File: config.mk
export PLATFORM = sky130hd
export DESIGN_NAME = delta_list_timer_queue
export DESIGN_NICKNAME = d
export VERILOG_FILES = /design/src/dltq_pkg.sv /design/src/delta_list_timer_queue.sv
export SDC_FILE = /design/constraint.sdc
export NUM_CORES = 2
export LEC_CHECK = 0
export BUFFER_PORTS_ARGS = -buffer_cell sky130_fd_sc_hd__buf_2
export CORE_ASPECT_RATIO = 1.4
export CORE_MARGIN = 4
export CORE_UTILIZATION = 60
export DETAILED_ROUTE_END_ITERATION = 8
export GPL_TIMING_DRIVEN = 1
export PLACE_DENSITY = 0.76
export SLEW_MARGIN = 5
export SYNTH_ARGS = -nofsm -noshare
export SYNTH_HDL_FRONTEND = slang
export SYNTH_SLANG_ARGS = --single-unit
File: constraint.sdc
create_clock -name clk -period 12 [get_ports clk]
set_input_delay 2.4 -clock clk [delete_from_list [all_inputs] [get_ports clk]]
set_output_delay 2.4 -clock clk [all_outputs]
set_load 0.03 [all_outputs]
File: src/dltq_pkg.sv
// Shared types and constants for the delta list timer queue.
package dltq_pkg;

    localparam int NUM_TIMERS = 16;
    localparam int TICK_WIDTH = 32;
    localparam int SLOT_W     = $clog2(NUM_TIMERS);
    localparam int LINK_W     = SLOT_W + 1;
    localparam logic [LINK_W-1:0] NIL_SLOT = LINK_W'(NUM_TIMERS);
    localparam logic [TICK_WIDTH-1:0] TICK_MAX = {TICK_WIDTH{1'b1}};

    typedef enum logic [1:0] {
        MODE_START = 2'd0,
        MODE_STOP  = 2'd1,
        MODE_TICK  = 2'd2,
        MODE_QUERY = 2'd3
    } mode_t;

    typedef enum logic [2:0] {
        KIND_STARTED  = 3'd0,
        KIND_REJECTED = 3'd1,
        KIND_STOPPED  = 3'd2,
        KIND_IGNORED  = 3'd3,
        KIND_REMAIN   = 3'd4,
        KIND_EXPIRED  = 3'd5
    } kind_t;

    typedef enum logic [3:0] {
        ST_IDLE,
        ST_INS_RD,
        ST_INS_WALK,
        ST_INS_LINK,
        ST_REM_RD,
        ST_REM_FIX,
        ST_QRY_RD,
        ST_QRY_WALK,
        ST_TICK_RD,
        ST_TICK_CHK,
        ST_REARM,
        ST_OUT
    } state_t;

endpackage

File: src/delta_list_timer_queue.sv
// Delta list timer queue: top level with the slot memory and its sequencer.
//
// Usage: one command transaction enters on the in channel (in_valid/in_stall)
// with mode, timer_id, duration and periodic. Results leave on the out
// channel (out_valid/out_stall) as kind, slot_id, remaining and last; last
// marks the final result of one command. Start, stop and query give one result
// each; a tick gives one result per expired timer, or none.
// The deltas and links live in one synchronous memory (one read port, one
// write port, registered read data). The list walk reads one entry per
// cycle. A start walks from the head to its insertion point, a stop unlinks
// the slot and folds its delta into the successor, a query walks from the
// slot back to the head and sums the deltas, and a tick checks the head,
// expires each due timer and then re-inserts every periodic one. A rejected
// start, an ignored stop or a query of an idle slot goes straight to its result.
// One command is in flight at a time; in_stall is high until every result of
// the previous command has been taken.
// Reset empties the list and clears running and repeat flags; the memory
// itself is not cleared. A stalled result holds in the output register.
module delta_list_timer_queue (
    input  logic                          clk,
    input  logic                          rst_n,
    input  logic                          in_valid,
    output logic                          in_stall,
    input  logic [1:0]                    mode,
    input  logic [3:0]                    timer_id,
    input  logic [31:0]                   duration,
    input  logic                          periodic,
    output logic                          out_valid,
    input  logic                          out_stall,
    output logic [2:0]                    kind,
    output logic [3:0]                    slot_id,
    output logic [31:0]                   remaining,
    output logic                          last
);
    import dltq_pkg::*;

    typedef struct packed {
        logic [TICK_WIDTH-1:0] dlt;
        logic [LINK_W-1:0]     nxt;
        logic [LINK_W-1:0]     prv;
    } entry_t;

    // slot memory: delta and links
    entry_t mem [NUM_TIMERS];
    entry_t rd_data;
    logic   rd_en;
    logic [SLOT_W-1:0] rd_addr;
    logic   wr_en;
    logic [SLOT_W-1:0] wr_addr;
    entry_t wr_data;
    logic [TICK_WIDTH-1:0] period_mem [NUM_TIMERS];
    logic [TICK_WIDTH-1:0] per_rd;
    logic   per_wr;

    state_t state_reg, state_next;
    logic [NUM_TIMERS-1:0] running_reg, running_next;
    logic [NUM_TIMERS-1:0] repeat_reg, repeat_next;
    logic [LINK_W-1:0] head_reg, head_next;
    logic [SLOT_W-1:0] cmd_id_reg, cmd_id_next;
    logic [TICK_WIDTH-1:0] cmd_dur_reg, cmd_dur_next;
    logic [LINK_W-1:0] cur_reg, cur_next;
    logic [LINK_W-1:0] bef_reg, bef_next;
    logic [TICK_WIDTH-1:0] rest_reg, rest_next;
    logic [31:0] sum_reg, sum_next;
    logic [LINK_W-1:0] pn_reg, pn_next;          // neighbors of a removed slot
    logic [LINK_W-1:0] pp_reg, pp_next;
    logic [TICK_WIDTH-1:0] pd_reg, pd_next;
    logic [1:0] phase_reg, phase_next;
    logic tick_reg, tick_next;                   // command is a tick
    logic xl_reg, xl_next;                       // expiry ends the run
    logic [SLOT_W-1:0] rearm_id;
    logic rearm_any;
    logic tick_exp;
    state_t ret_reg, ret_next;                   // state after a result is taken
    logic ov_reg, ov_next;
    logic [2:0] ok_reg, ok_next;
    logic [3:0] os_reg, os_next;
    logic [31:0] or_reg, or_next;
    logic ol_reg, ol_next;

    always_ff @(posedge clk)
    begin
        if (wr_en)
        begin
            mem[wr_addr] <= wr_data;
        end
        if (rd_en)
        begin
            rd_data <= mem[rd_addr];
        end
        if (per_wr)
        begin
            period_mem[cmd_id_reg] <= cmd_dur_reg;
        end
        per_rd <= period_mem[cmd_id_next];
    end

    // stack of expired periodic slots; pop in reverse expiry order
    logic [SLOT_W-1:0] stk_reg [NUM_TIMERS];
    logic [SLOT_W:0] sp_reg, sp_next;
    logic push;
    logic [SLOT_W-1:0] push_id;

    always_ff @(posedge clk)
    begin
        if (push)
        begin
            stk_reg[sp_reg[SLOT_W-1:0]] <= push_id;
        end
    end

    assign rearm_any = (sp_reg != '0);
    assign rearm_id  = stk_reg[sp_reg[SLOT_W-1:0] - SLOT_W'(1)];

    always_ff @(posedge clk or negedge rst_n)
    begin
        if (!rst_n)
        begin
            state_reg   <= ST_IDLE;
            running_reg <= '0;
            repeat_reg  <= '0;
            head_reg    <= NIL_SLOT;
            ov_reg      <= 1'b0;
            sp_reg      <= '0;
            ret_reg     <= ST_IDLE;
        end
        else
        begin
            state_reg   <= state_next;
            running_reg <= running_next;
            repeat_reg  <= repeat_next;
            head_reg    <= head_next;
            ov_reg      <= ov_next;
            sp_reg      <= sp_next;
            ret_reg     <= ret_next;
        end
    end

    always_ff @(posedge clk)
    begin
        cmd_id_reg  <= cmd_id_next;
        cmd_dur_reg <= cmd_dur_next;
        cur_reg     <= cur_next;
        bef_reg     <= bef_next;
        rest_reg    <= rest_next;
        sum_reg     <= sum_next;
        pn_reg      <= pn_next;
        pp_reg      <= pp_next;
        pd_reg      <= pd_next;
        phase_reg   <= phase_next;
        tick_reg    <= tick_next;
        xl_reg      <= xl_next;
        ok_reg      <= ok_next;
        os_reg      <= os_next;
        or_reg      <= or_next;
        ol_reg      <= ol_next;
    end

    // hold off new commands until the last result has been taken
    assign in_stall  = (state_reg != ST_IDLE) || ov_reg;
    assign out_valid = ov_reg;
    assign kind      = ok_reg;
    assign slot_id   = os_reg;
    assign remaining = or_reg;
    assign last      = ol_reg;

    logic in_acc;
    logic id_ok;
    assign in_acc = in_valid && !in_stall;
    assign id_ok  = (32'(timer_id) < 32'(NUM_TIMERS));

    // head expires: already zero, or one on the first check of a tick
    assign tick_exp = (rd_data.dlt == '0) ||
                      (phase_reg == 2'd1 && rd_data.dlt == TICK_WIDTH'(1));

    // next state
    always_comb
    begin
        state_next = state_reg;
        case (state_reg)
            ST_IDLE:
            begin
                if (in_acc)
                begin
                    case (mode_t'(mode))
                        MODE_START:
                        begin
                            if (!id_ok || running_reg[timer_id[SLOT_W-1:0]] ||
                                duration == '0)
                                state_next = ST_OUT;
                            else
                                state_next = ST_INS_RD;
                        end
                        MODE_STOP:
                        begin
                            if (!id_ok || !running_reg[timer_id[SLOT_W-1:0]])
                                state_next = ST_OUT;
                            else
                                state_next = ST_REM_RD;
                        end
                        MODE_QUERY:
                        begin
                            if (!id_ok || !running_reg[timer_id[SLOT_W-1:0]])
                                state_next = ST_OUT;
                            else
                                state_next = ST_QRY_RD;
                        end
                        default:
                        begin
                            if (head_reg == NIL_SLOT)
                                state_next = ST_IDLE;
                            else
                                state_next = ST_TICK_RD;
                        end
                    endcase
                end
            end
            ST_INS_RD:   state_next = (cur_reg == NIL_SLOT) ? ST_INS_LINK : ST_INS_WALK;
            ST_INS_WALK:
            begin
                if (rest_reg < rd_data.dlt || rd_data.nxt == NIL_SLOT)
                    state_next = ST_INS_LINK;
                else
                    state_next = ST_INS_WALK;
            end
            ST_INS_LINK: state_next = (phase_reg == 2'd2) ?
                             (tick_reg ? ST_REARM : ST_OUT) : ST_INS_LINK;
            ST_REM_RD:   state_next = ST_REM_FIX;
            ST_REM_FIX:  state_next = (phase_reg == 2'd2) ? ST_OUT : ST_REM_FIX;
            ST_QRY_RD:   state_next = (rd_data.prv == NIL_SLOT) ? ST_OUT : ST_QRY_WALK;
            ST_QRY_WALK: state_next = (rd_data.prv == NIL_SLOT) ? ST_OUT : ST_QRY_WALK;
            ST_TICK_RD:  state_next = (head_reg == NIL_SLOT) ? ST_REARM : ST_TICK_CHK;
            ST_TICK_CHK:
            begin
                if (tick_exp)
                    state_next = ST_REM_RD;
                else
                    state_next = ST_REARM;
            end
            ST_REARM:
            begin
                if (ov_reg)
                    state_next = ST_REARM;
                else if (rearm_any)
                    state_next = ST_INS_RD;
                else
                    state_next = ST_IDLE;
            end
            ST_OUT:
            begin
                if (!ov_reg || !out_stall)
                    state_next = ret_reg;
            end
            default:     state_next = ST_IDLE;
        endcase
    end

    // datapath and memory control
    always_comb
    begin
        running_next = running_reg;
        repeat_next  = repeat_reg;
        head_next    = head_reg;
        cmd_id_next  = cmd_id_reg;
        cmd_dur_next = cmd_dur_reg;
        cur_next     = cur_reg;
        bef_next     = bef_reg;
        rest_next    = rest_reg;
        sum_next     = sum_reg;
        pn_next      = pn_reg;
        pp_next      = pp_reg;
        pd_next      = pd_reg;
        phase_next   = phase_reg;
        tick_next    = tick_reg;
        xl_next      = xl_reg;
        ret_next     = ret_reg;
        ov_next      = ov_reg && out_stall;
        ok_next      = ok_reg;
        os_next      = os_reg;
        or_next      = or_reg;
        ol_next      = ol_reg;
        sp_next      = sp_reg;
        push         = 1'b0;
        push_id      = cmd_id_reg;
        rd_en        = 1'b0;
        rd_addr      = cur_reg[SLOT_W-1:0];
        wr_en        = 1'b0;
        wr_addr      = cmd_id_reg;
        wr_data      = '{dlt: rest_reg, nxt: cur_reg, prv: bef_reg};
        per_wr       = 1'b0;

        case (state_reg)
            ST_IDLE:
            begin
                if (in_acc)
                begin
                    cmd_id_next  = timer_id[SLOT_W-1:0];
                    cmd_dur_next = duration;
                    tick_next    = 1'b0;
                    phase_next   = 2'd0;
                    sum_next     = '0;
                    ok_next      = 3'(KIND_REMAIN);
                    os_next      = timer_id;
                    or_next      = '0;
                    ol_next      = 1'b1;
                    ret_next     = ST_IDLE;
                    cur_next     = head_reg;
                    bef_next     = NIL_SLOT;
                    rest_next    = duration;
                    case (mode_t'(mode))
                        MODE_START:
                        begin
                            if (!id_ok || running_reg[timer_id[SLOT_W-1:0]] ||
                                duration == '0)
                                ok_next = 3'(KIND_REJECTED);
                            else
                            begin
                                ok_next = 3'(KIND_STARTED);
                                repeat_next[timer_id[SLOT_W-1:0]] = periodic;
                            end
                            rd_en   = 1'b1;
                            rd_addr = head_reg[SLOT_W-1:0];
                        end
                        MODE_STOP:
                        begin
                            if (!id_ok || !running_reg[timer_id[SLOT_W-1:0]])
                                ok_next = 3'(KIND_IGNORED);
                            else
                                ok_next = 3'(KIND_STOPPED);
                            rd_en   = 1'b1;
                            rd_addr = timer_id[SLOT_W-1:0];
                        end
                        MODE_QUERY:
                        begin
                            rd_en   = 1'b1;
                            rd_addr = timer_id[SLOT_W-1:0];
                        end
                        default:
                        begin
                            tick_next = 1'b1;
                            phase_next = 2'd1;  // first head read decrements
                            ret_next  = ST_TICK_RD;
                            rd_en     = 1'b1;
                            rd_addr   = head_reg[SLOT_W-1:0];
                        end
                    endcase
                end
            end
            ST_INS_RD:
            begin
                // head entry is on rd_data; store the period, or load it on a re-arm
                per_wr = !tick_reg;
                if (tick_reg)
                    rest_next = per_rd;
            end
            ST_INS_WALK:
            begin
                if (rest_reg < rd_data.dlt)
                begin
                    pd_next = rd_data.dlt - rest_reg;
                end
                else
                begin
                    rest_next = rest_reg - rd_data.dlt;
                    bef_next  = cur_reg;
                    cur_next  = rd_data.nxt;
                    pd_next   = '0;
                    if (rd_data.nxt != NIL_SLOT)
                    begin
                        rd_en   = 1'b1;
                        rd_addr = rd_data.nxt[SLOT_W-1:0];
                    end
                end
                pn_next = rd_data.nxt;
                pp_next = rd_data.prv;
                phase_next = 2'd0;
            end
            ST_INS_LINK:
            begin
                case (phase_reg)
                    2'd0:
                    begin
                        // write new entry, link successor
                        wr_en   = 1'b1;
                        wr_addr = cmd_id_reg;
                        wr_data = '{dlt: rest_reg, nxt: cur_reg, prv: bef_reg};
                        running_next[cmd_id_reg] = 1'b1;
                        if (bef_reg == NIL_SLOT)
                            head_next = {1'b0, cmd_id_reg};
                        phase_next = 2'd1;
                    end
                    2'd1:
                    begin
                        if (cur_reg != NIL_SLOT)
                        begin
                            wr_en   = 1'b1;
                            wr_addr = cur_reg[SLOT_W-1:0];
                            wr_data = '{dlt: pd_reg, nxt: pn_reg, prv: {1'b0, cmd_id_reg}};
                        end
                        rd_en   = 1'b1;
                        rd_addr = bef_reg[SLOT_W-1:0];
                        phase_next = 2'd3;
                    end
                    2'd3:
                    begin
                        phase_next = 2'd2;
                    end
                    default:
                    begin
                        if (bef_reg != NIL_SLOT)
                        begin
                            wr_en   = 1'b1;
                            wr_addr = bef_reg[SLOT_W-1:0];
                            wr_data = '{dlt: rd_data.dlt, nxt: {1'b0, cmd_id_reg},
                                        prv: rd_data.prv};
                        end
                        phase_next = 2'd0;
                        if (tick_reg)
                            sp_next = sp_reg - 1'b1;
                    end
                endcase
            end
            ST_REM_RD:
            begin
                // removed entry arrives: read successor; an expired head has delta zero
                pn_next = rd_data.nxt;
                pp_next = rd_data.prv;
                pd_next = tick_reg ? '0 : rd_data.dlt;
                rd_en   = 1'b1;
                rd_addr = rd_data.nxt[SLOT_W-1:0];
                phase_next = 2'd0;
            end
            ST_REM_FIX:
            begin
                case (phase_reg)
                    2'd0:
                    begin
                        if (pn_reg != NIL_SLOT)
                        begin
                            wr_en   = 1'b1;
                            wr_addr = pn_reg[SLOT_W-1:0];
                            wr_data = '{dlt: rd_data.dlt + pd_reg, nxt: rd_data.nxt,
                                        prv: pp_reg};
                        end
                        // the run goes on only while the successor is also due
                        if (tick_reg)
                            xl_next = (pn_reg == NIL_SLOT) || (rd_data.dlt != '0);
                        rd_en   = 1'b1;
                        rd_addr = pp_reg[SLOT_W-1:0];
                        phase_next = 2'd1;
                    end
                    2'd1:
                    begin
                        phase_next = 2'd3;
                    end
                    2'd3:
                    begin
                        if (pp_reg != NIL_SLOT)
                        begin
                            wr_en   = 1'b1;
                            wr_addr = pp_reg[SLOT_W-1:0];
                            wr_data = '{dlt: rd_data.dlt, nxt: pn_reg, prv: rd_data.prv};
                        end
                        else
                            head_next = pn_reg;
                        running_next[cmd_id_reg] = 1'b0;
                        phase_next = 2'd2;
                    end
                    default:
                    begin
                        phase_next = 2'd0;
                        if (tick_reg)
                        begin
                            rd_en   = 1'b1;
                            rd_addr = head_reg[SLOT_W-1:0];
                        end
                    end
                endcase
            end
            ST_QRY_RD:
            begin
                sum_next = rd_data.dlt[31:0];
                if (rd_data.prv == NIL_SLOT)
                    or_next = rd_data.dlt[31:0];
                else
                begin
                    rd_en   = 1'b1;
                    rd_addr = rd_data.prv[SLOT_W-1:0];
                end
            end
            ST_QRY_WALK:
            begin
                sum_next = sum_reg + rd_data.dlt[31:0];
                if (rd_data.prv == NIL_SLOT)
                    or_next = sum_reg + rd_data.dlt[31:0];
                else
                begin
                    rd_en    = 1'b1;
                    rd_addr  = rd_data.prv[SLOT_W-1:0];
                end
            end
            ST_TICK_RD:
            begin
                // head entry is on rd_data
            end
            ST_TICK_CHK:
            begin
                cmd_id_next = head_reg[SLOT_W-1:0];
                if (phase_reg == 2'd1 && rd_data.dlt != '0)
                begin
                    // decrement once per tick
                    wr_en   = 1'b1;
                    wr_addr = head_reg[SLOT_W-1:0];
                    wr_data = '{dlt: rd_data.dlt - 1'b1, nxt: rd_data.nxt,
                                prv: rd_data.prv};
                end
                phase_next = 2'd0;
                if (tick_exp)
                begin
                    pn_next  = rd_data.nxt;
                    pp_next  = NIL_SLOT;
                    pd_next  = '0;
                    if (repeat_reg[head_reg[SLOT_W-1:0]])
                    begin
                        push    = 1'b1;
                        push_id = head_reg[SLOT_W-1:0];
                        sp_next = sp_reg + 1'b1;
                    end
                    rd_en   = 1'b1;
                    rd_addr = head_reg[SLOT_W-1:0];
                end
            end
            ST_REARM:
            begin
                if (!ov_reg && rearm_any)
                begin
                    cmd_id_next = rearm_id;
                    cur_next    = head_reg;
                    bef_next    = NIL_SLOT;
                    phase_next  = 2'd0;
                    rd_en       = 1'b1;
                    rd_addr     = head_reg[SLOT_W-1:0];
                end
            end
            ST_OUT:
            begin
                if (!ov_reg || !out_stall)
                begin
                    ov_next = 1'b1;
                    // load an expiry only once the output register is free
                    if (tick_reg)
                    begin
                        ok_next = 3'(KIND_EXPIRED);
                        os_next = 4'(cmd_id_reg);
                        or_next = '0;
                        ol_next = xl_reg;
                    end
                end
            end
            default:
            begin
            end
        endcase
    end

endmodule

==> reports/qor.txt <==
Run status: finished, violations left
Failing checks: DRC
Clock sinks: 1566
Critical path's top delay family: simple AND/OR/NAND/NOR gates
Clk pin slew, worst setup/hold paths: 0.06 ns
Largest net degree at the start of global routing: 143
Largest family of logic cells by synthesized area: compound AO/OA/AOI/OAI gates
Worst Path Required: 12.64 ns
Synth Cell Area: 71600 sq um
Number of antenna-violating nets in the routed design: 0
P&R area growth vs syn: 9.52%
Max Cap Violations: 0
Root Driver: clkbuf_16
Cells on worst reg2reg path: 15
Max FFs per register: 672
Register bit total from synthesis: 1566
Largest area contributor in the netlist: edfxtp_1
DP HPWL: 119000 um
Hold depth: 1
Row cnt: 149
PortBufs: 84
Inst Count DP: 6738
Post-synthesis simple-gate area fraction: 0.0825
Final worst path period share: 0.520
Post-synthesis mux area share: 0.0766
Die extent in y: 417 um
Die area: 125000 sq um
Crit path launch type: flip-flop
Placer Congestion: 0.981
H-tree depth: 4
Synth Area in Compound Gates: 0.124
Post-synth EDFFs: 1482
Grt ovf: 0
Top cells by count, synth: 1482 x edfxtp_1, 595 x nand2_1, 386 x mux2i_1
Crit-path cells: inv_1, ha_1, a21oi_1, and4b_1, nand4_1, nand2b_1, a21oi_1, nand3_1, a21o_4, buf_4, buf_4, nand2_1, a32o_1, a221oi_2, and3_1
Post-CTS setup buffers: 0
Post-synthesis async set-or-reset flop share: 0.0307
Worst-Skew Late Latency: 0.79 ns
Nets: 5486
Cts hold-fix bufs: 0
CP Class: reg -> reg
Max-slew headroom: 0.0619
Core area: 118000 sq um
Slowest CP cell: buf_4
First-pass GRT wire length: 287000 um
Top-count cell post-synth: edfxtp_1
Syn Inst Count: 5277
Number of global-route vias before repair: 46000
Worst-path fanout max: 50
First DRT Iteration DRCs: 5807
Via count: 46400
Die width: 300 um
Layout cells sized above 1: 0.117
Yosys top cell area share: 0.622
Critical path buffers and inverters: 3
Setup violators final: 0
Setup TNS: 0 ns
YS warnings: 0
Worst min-delay path category: reg -> reg
DRT Wirelength: 194000 um
WL/cell: 27.6 um
Min Tclk post-route: 6.24 ns
Worst-Margin Slew: 1.41 ns
Main synth FF type: edfxtp_1
Total I/O pin count: 85
Synth Area in XOR/XNOR: 0.0153
CTS tree: built
FMAX: 0.160 GHz
# DRC: 13
Via/cell ratio: 6.61
Gates resized, CTS repair: 0
CP peak stage delay: 0.64 ns
Largest cells by area after synthesis: edfxtp_1 62%, mux2i_1 5.4%, nand2_1 3.1%
Max Slew Vio Count: 0
CTS Buffer Depth: 3
CP arrival: 6.88 ns
Final worst clock skew: 0.0210 ns
Mean post-synth cell area: 13.6 sq um
Adder-Cell Fraction of Synth Area: 0.0255
Post-synth cell types: 101
CTS Buf Count: 144
Seq/Total Area, Yosys: 0.649
Setup crit end kind: flip-flop
Fin cells: 7016
Initial Util: 0.606
Initial antenna violation count: 14
Final Hold Viols: 0
Total track usage: 0.308
WP depth: 15
RSZ-0062 raised after global routing: false
Pre-antenna DRT Iters: 9
Syn_nets: 5463
## worst register-to-register path, stage by stage (launching register included)
cell and delay, ns:
edfxtp_1 0.62, inv_1 0.36, ha_1 0.42, a21oi_1 0.14
and4b_1 0.50, nand4_1 0.52, nand2b_1 0.45, a21oi_1 0.12
nand3_1 0.28, a21o_4 0.45, buf_4 0.62, buf_4 0.70
nand2_1 0.15, a32o_1 0.28, a221oi_2 0.27, and3_1 0.21
## metrics by stage
| stage | setup slack (ns) | area (sq um) | util | hold slack, ns |
|---|---|---|---|---|
| 4_1_cts | 5.89 | 78300 | 0.663 | 0.485 |
| 2_1_floorplan | 6.43 | 71600 | - | 0.447 |
| 6_report | 5.76 | 78400 | 0.663 | 0.484 |
| 3_3_place_gp | 5.54 | 73800 | 0.624 | 0.464 |
| 3_5_place_dp | 5.41 | 73800 | 0.624 | 0.474 |
| 5_1_grt | 5.53 | 78400 | 0.663 | 0.497 |
## layer usage
metal | up-vias | global-route usage | share of wire
met5 | - | 0 | 0.000067
met4 | 2 | 0.186 | 0.068
met3 | 636 | 0.0400 | 0.076
met2 | 2363 | 0.520 | 0.49
met1 | 22900 | 0.380 | 0.36
li1 | 20500 | - | -
## area by class of cell
class | count | area, sq um
well taps | 1585 | 1980
diodes | 12 | 30.0
flip-flops and latches | 1566 | 46400
inverters | 113 | 425
fillers | 8293 | 39800
clock inverters | 80 | 704
repair buffers | 207 | 1380
clock buffers | 185 | 3850
multi-input cells | 3268 | 23600
## cells by family after synthesis
| logic type | after synthesis |
|---|---|
| flops | 1566 |
| simple gates | 1285 |
| compound gates | 1242 |
| mux | 473 |
| buf+inv | 443 |
| fa+ha+maj | 143 |
| xor+xnor | 125 |
## cells in the final DEF (no fill, tap or decap), drive strengths merged, types with 92 or more instances in the layout
master and n:
nand2 595, edfxtp 1482, a21oi 322, o21ai 182
buf 207, nor2 235, inv 124, a211oi 92
mux2i 386, and2 98, clkbuf 185, ha 138
## path summary, 6_finish.rpt
kind	from	slack [ns]	to
worst max register to register	rd_data[11]	5.76	rd_data[17]
max in group asynchronous	rst_n	9.78	state_reg[1]
min in group asynchronous	rst_n	1.74	async pin
worst min register to register	sp_reg[4]	0.48	sp_reg[4]
worst min-delay path	sp_reg[4]	0.48	sp_reg[4]
worst max-delay path	rd_data[11]	5.76	rd_data[17]
Power is not shown: default switching activity piles up to over one toggle a cycle in this logic, so the estimate is an artifact.
